File: src/rtl/core/tsre_pkg.sv
// Package for the two-stack rotate engine: request codes, internal operation
// codes and the command/status structs between controller and datapath.
// No dependencies.
package tsre_pkg;

    localparam int REQ_W       = 3;
    localparam int IN_VALUE_W  = 32;
    localparam int OUT_VALUE_W = 32;
    localparam int COUNT_OUT_W = 10;

    localparam logic [REQ_W-1:0] REQ_LOAD = 3'd0;
    localparam logic [REQ_W-1:0] REQ_SWAP = 3'd1;
    localparam logic [REQ_W-1:0] REQ_PUSH = 3'd2;
    localparam logic [REQ_W-1:0] REQ_ROT  = 3'd3;
    localparam logic [REQ_W-1:0] REQ_RROT = 3'd4;

    typedef enum logic [2:0] {
        OP_NONE = 3'd0,
        OP_LOAD = 3'd1,
        OP_SWAP = 3'd2,
        OP_PUSH = 3'd3,
        OP_ROT  = 3'd4,
        OP_RROT = 3'd5
    } t_op;

    typedef struct packed {
        logic exec;
        logic fin;
        t_op  op;
        logic sel;
    } t_cmd;

    typedef struct packed {
        logic [1:0] empty;
        logic [1:0] full;
        logic [1:0] multi;
    } t_status;

endpackage

File: src/rtl/core/tsre_ctrl.sv
// Controller of the two-stack rotate engine: request decode and checks, the
// two-state sequencer and the result strobe.
// Depends on tsre_pkg.
module tsre_ctrl (
    input  logic                           i_clk,
    input  logic                           i_rst_n,
    input  logic                           start,
    output logic                           busy,
    input  logic [tsre_pkg::REQ_W-1:0]     i_req_type,
    input  logic                           i_which_stack,
    input  tsre_pkg::t_status              i_status,
    output tsre_pkg::t_cmd                 o_cmd,
    output logic                           o_done,
    output logic                           o_op_error
);

    typedef enum logic [1:0] {
        S_IDLE = 2'b01,
        S_FIN  = 2'b10
    } t_state;

    t_state        r_state;
    t_state        n_state;
    tsre_pkg::t_op r_op;
    tsre_pkg::t_op dec_op;
    logic          r_sel;
    logic          r_done;
    logic          r_err;
    logic          accept;
    logic          s;
    logic          d;

    assign busy   = (r_state == S_FIN);
    assign accept = start && !busy;
    assign s      = i_which_stack;
    assign d      = ~i_which_stack;

    always_comb begin
        case (i_req_type)
            tsre_pkg::REQ_LOAD:
                dec_op = i_status.full[0] ? tsre_pkg::OP_NONE : tsre_pkg::OP_LOAD;
            tsre_pkg::REQ_SWAP:
                dec_op = i_status.multi[s] ? tsre_pkg::OP_SWAP : tsre_pkg::OP_NONE;
            tsre_pkg::REQ_PUSH:
                dec_op = (i_status.empty[s] || i_status.full[d]) ?
                         tsre_pkg::OP_NONE : tsre_pkg::OP_PUSH;
            tsre_pkg::REQ_ROT:
                dec_op = i_status.empty[s] ? tsre_pkg::OP_NONE : tsre_pkg::OP_ROT;
            tsre_pkg::REQ_RROT:
                dec_op = i_status.empty[s] ? tsre_pkg::OP_NONE : tsre_pkg::OP_RROT;
            default:
                dec_op = tsre_pkg::OP_NONE;
        endcase
    end

    always_comb begin
        o_cmd.exec = accept;
        o_cmd.fin  = busy;
        o_cmd.op   = busy ? r_op : dec_op;
        o_cmd.sel  = busy ? r_sel : i_which_stack;
    end

    always_comb begin
        case (r_state)
            S_IDLE:  n_state = accept ? S_FIN : S_IDLE;
            S_FIN:   n_state = S_IDLE;
            default: n_state = S_IDLE;
        endcase
    end

    always_ff @(posedge i_clk) begin
        if (!i_rst_n) begin
            r_state <= S_IDLE;
            r_done  <= 1'b0;
        end else begin
            r_state <= n_state;
            r_done  <= busy;
        end
    end

    always_ff @(posedge i_clk) begin
        if (accept) begin
            r_op  <= dec_op;
            r_sel <= i_which_stack;
            r_err <= (dec_op == tsre_pkg::OP_NONE);
        end
    end

    assign o_done     = r_done;
    assign o_op_error = r_err;

`ifndef SYNTHESIS
    a_accept_to_fin: assert property (@(posedge i_clk) disable iff (!i_rst_n)
        accept |=> (r_state == S_FIN))
        else $error("accepted item did not enter finish step");
    a_fin_to_done: assert property (@(posedge i_clk) disable iff (!i_rst_n)
        (r_state == S_FIN) |=> o_done)
        else $error("finish step gave no result strobe");
    a_single_strobe: assert property (@(posedge i_clk) disable iff (!i_rst_n)
        o_done |=> !o_done)
        else $error("result strobe held for two cycles");
`endif

endmodule

File: config.mk
export PLATFORM = sky130hd
export DESIGN_NAME = tsre_ctrl
export DESIGN_NICKNAME = d
export VERILOG_FILES = /design/src/rtl/core/tsre_pkg.sv /design/src/rtl/core/tsre_ctrl.sv
export SDC_FILE = /design/constraint.sdc
export NUM_CORES = 1
export LEC_CHECK = 0
export ABC_AREA = 1
export ABC_CLOCK_PERIOD_IN_PS = 1200
export BUFFER_PORTS_ARGS = -buffer_cell sky130_fd_sc_hd__clkbuf_2
export CORE_MARGIN = 8
export CORE_UTILIZATION = 30
export DETAILED_ROUTE_END_ITERATION = 8
export PLACE_DENSITY = 0.55
export SYNTH_ARGS = -nofsm -noshare
export SYNTH_HDL_FRONTEND = slang
export SYNTH_SLANG_ARGS = --single-unit
export TNS_END_PERCENT = 5
File: constraint.sdc
create_clock -name i_clk -period 1.2 [get_ports i_clk]
set_input_delay 0.12 -clock i_clk [delete_from_list [all_inputs] [get_ports i_clk]]
set_output_delay 0.12 -clock i_clk [all_outputs]
set_load 0.05 [all_outputs]
After elaboration in Yosys (flattened, before gate mapping)
Cells that the tools add are included.
{ "classes": {"n_reduce_logical": 6, "bitwise": 1, "eq_ne": 6, "muxes": 15, "magnitude_cmp": 2} }
{ "op_table": {"columns": ["op", "n"], "rows": [
  ["one-hot mux 3 bit (5 select lines)", 1],
  ["2-to-1 mux 3 bit", 3],
  ["2-to-1 mux 1 bit", 8],
  ["== test 3 x 2 -> 1 bit (second input constant)", 2],
  ["logical NOT 3 bit", 2],
  ["2-to-1 mux 2 bit", 3],
  ["< comparator 1 x 2 -> 1 bit (second input constant)", 2],
  ["== test 3 x 1 -> 1 bit (second input constant)", 1],
  ["== test 3 bit (second input constant)", 1],
  ["== test 2 x 1 -> 1 bit (second input constant)", 1],
  ["== test 2 bit (second input constant)", 1],
  ["AND reduction 2 bit", 1],
  ["logical AND 1 bit", 1],
  ["logical NOT 1 bit", 1],
  ["logical OR 1 bit", 1],
  ["NOT 1 bit", 1]
]} }
{ "totals": {"out_inout_bits": 9, "inputBits": 13, "ff_bits": 8, "word_cells": 35} }

Depth between registers and ports, before layout
{ "logic_depth": {"word_depth": 7, "mapped_depth": 7, "depth_no_buf": 7} }

Least setup slack after synthesis
No wires, ideal clock.
{ "synth_timing": {"path_kind": "flip-flop to output port", "from": "register r_state[1]", "to": "output o_cmd[3] in the netlist's numbering", "t_required_ns": 1.080, "t_arrival_ns": 1.644, "path_buffers": 0, "path_slack_ns": -0.564, "stages_incl_launch_ff": 4, "path_cell_list": "dfxtp_1 -> inv_1 -> nor2_2 -> o21ai_0"} }
{ "synth_lines": {"columns": ["item", "line_no", "text"], "rows": [
  ["from (decl)", "tsre_ctrl.sv:22", "t_state r_state;"],
  ["from (signal assigned)", "tsre_ctrl.sv:76", "r_state <= n_state;"],
  ["to (decl)", "tsre_ctrl.sv:12", "output tsre_pkg::t_cmd o_cmd,"]
]} }

==> summary.txt <==
Yosys
  – Most used DFF post-synth: edfxtp_1
  – Top cell type's share of synthesized area: 0.323
  – Yosys warns: 0
  – FFs w/ async S/R, synth: 0
  – Count leader, synth: nand2_1
  – Area leader, netlist: edfxtp_1
  – Cell count after synthesis: 66
  – Mean Syn Cell Area: roughly 7 µm²
  – Post-Syn Nets: slightly below 80
  – Dominant cells by area after synthesis: edfxtp_1 (32%), nand2_1 (16%), dfxtp_1 (13%)
  – Netlist Area Pre-Place: 464 µm²
  – Distinct cells, synth: 15
  – Post-synth top cells: nand2_1 (20), inv_1 (13), nor2_1 (9)
  – FF+latch count, synth: 8
  – Register area share after synthesis: 0.453
  – EDFF count, synth: 5

Layout
  – Post-route design area: 747 µm²
  – Share of layout cells above drive strength 1: 0.516
  – Nets@finish: 107
  – Area grow syn2layout: 60.9%
  – Number of diodes: 0

Clocking
  – Max clock buf depth: 2
  – H-tree depth: 1
  – Clock-pin slew on the worst setup and hold paths: approximately 0.05 ns
  – CTS tree: done
  – Clk_lat worst skew: 0.25 ns
  – Clock sinks: 8
  – CTS Buf Count: 3
  – Root buffer cell: clkbuf_4

Min path
  – Min-Delay Path Class: input port to flip-flop
  – WHS Path Cells: 3
  – HP Start: i_rst_n
  – Hold path endpoint: o_done$_SDFF_PN0_

Timing
  – # setup viols final: 7
  – Measured slew at the worst slew-check pin: between 0.3 and 0.4 ns
  – Period utilisation layout: 1.07
  – Final Critical Period: roughly 1.3 ns
  – Final WS setup: -0.0889 ns
  – Hold Slack: 0.0773 ns
  – RSZ-0062 raised after global routing: true
  – Normalized max-slew margin: 0.764
  – Max Slew Vio Count: 0
  – Fmax: roughly 0.78 GHz
  – Fin. Hold Viols: 0
  – Clock skew: 0.00531 ns

Setup path
  – Reg-to-reg endpoint: r_op[1]$_DFFE_PP_
  – R2R Setup Slk: between 0.15 and 0.2 ns
  – Worst Path Arrival: 1.17 ns
  – Startpoint Class: flip-flop
  – Req. time, crit path: 1.08 ns
  – R2R Path Start: r_state[1]$_SDFF_PN0_
  – CP endpoint kind: primary output
  – Worst-path fanout max: 5
  – R2r worst-path depth: 3
  – Setup CP Type: flip-flop to primary output

Floorplanning
  – Die Span X: roughly 55 µm
  – Starting Density: 0.315
  – Die Height: between 50 and 60 µm
  – Die area: just over 0.003 mm²
  – Ports: 22
  – FP Rows: 14
  – Core area: approximately 0.0015 mm²

Flow run
  – Max-cap violations: 0

Global route
  – Initial antenna violation count: 0
  – GR Util All Layers: 0.0739
  – Largest net degree at the start of global routing: 7
  – Global-route wire length before repair: 1890 µm
  – Vias in the first global route: about 480
  – Total gr overflow: 0

Status
  – Status: finished with violations
  – Failing checks: negative setup slack

Routing
  – Detailed Route Iter0 Violations: 3
  – Final wirelength: ~1100 µm
  – Antenna-violating nets left: 0
  – Via Count: between 400 and 500
  – Via density: 4.27
  – TritonRoute pass-1 iters: 4
  – DR DRC count: 0
  – Drt wl/cell: approximately 10 µm

Power
  – PwrDens: 996 mW/mm²
  – Leak: 0.400 nW
  – IR drop worst, VDD: ~0.0003 V
  – Total power: ~740 µW

Place
  – GP Congestion: a little under 0.7
  – Placed wire-length estimate: slightly above 800 µm
  – Dpl cell area: 602 µm²
  – Buffers added on ports: 21
cells by family after synthesis:
| group | count (synthesis) | share of synthesized area |
|---|---|---|
| AND/OR/NAND/NOR | 39 | 0.369 |
| AO/OA/AOI/OAI | 3 | 0.0323 |
| flip-flops | 8 | 0.453 |
| buffers and inverters | 16 | 0.146 |
through the flow:
step | worst slack, ns | TNS [ns] | cells | util
after floorplan | -0.210 | -0.689 | 66 | -
after global placement | -0.0106 | -0.0522 | 102 | 0.409
after detailed placement | -0.0320 | -0.159 | 102 | 0.409
after CTS | -0.140 | -0.730 | 108 | 0.476
after global routing | -0.163 | -0.855 | 109 | 0.508
final | -0.0889 | -0.384 | 109 | 0.508
layout make-up:
cell class                      instances  area (µm²)
Timing Repair Buffer                   25         209
Sequential cell                         8         213
Inverter                               14        57.6
Clock buffer                            4        26.3
Tap cell                               16        20.0
Fill cell                             154         724
Multi-Input combinational cell         42         221
critical path: stages (launching register included):
cell	delay (ns)
dfxtp_2	0.32
inv_2	0.04
nor2_4	0.10
buf_6	0.15
nand2_1	0.08
nand2_2	0.09
buf_8	0.14
registers in the layout, indices dropped and copies added, names as in the netlist:
name	flops
o_done	1
r_op	3
r_state	2
o_op_error	1
r_sel	1
power breakdown:
part | switching (mW) | internal [mW]
clock network | 0.0903 | 0.127
registers | 0.00649 | 0.312
logic | 0.126 | 0.0817
total | 0.223 | 0.521
placed cells by master (no fill, tap or decap), drive strengths merged:
cell type	n
buf	9
nand3	3
edfxtp	5
nand2	24
nor3	1
a21oi	1
nor2	10
dfxtp	3
nand4	1
inv	14
o21ai	2
clkbuf	20
timing repair:
item / CTS / global route
endpoints found under the setup margin: 12 / 7
hold buffers: 0 / 0
buffers inserted: 1 / 1
gates cloned: 1 / 0
resized for setup: 17 / 16
pin swaps: 1 / 4
how the worst max path moves through the flow:
stage / from / end / slack [ns] / depth (start not counted)
after floorplan: r_state[1]$_SDFF_PN0_ / o_cmd[0] / -0.21 / 4
after global placement: r_state[1]$_SDFF_PN0_ / r_sel$_DFFE_PP_ / -0.01 / 3
after detailed placement: r_state[1]$_SDFF_PN0_ / r_sel$_DFFE_PP_ / -0.03 / 3
after CTS: r_state[1]$_SDFF_PN0_ / o_cmd[3] / -0.14 / 6
after global routing: r_state[1]$_SDFF_PN0_ / o_cmd[2] / -0.16 / 6
final: r_state[1]$_SDFF_PN0_ / o_cmd[2] / -0.09 / 6
layer usage:
metal | track usage | part of all wire | wire [µm] | vias up
li1 | - | - | - | 254
met1 | 0.0720 | 0.41 | 452 | 199
met2 | 0.128 | 0.55 | 600 | 10
met3 | 0.0160 | 0.016 | 18 | 2
met4 | 0.0634 | 0.018 | 20 | 0
met5 | 0 | 0 | 0 | -
(Power assumes the default switching activity.)
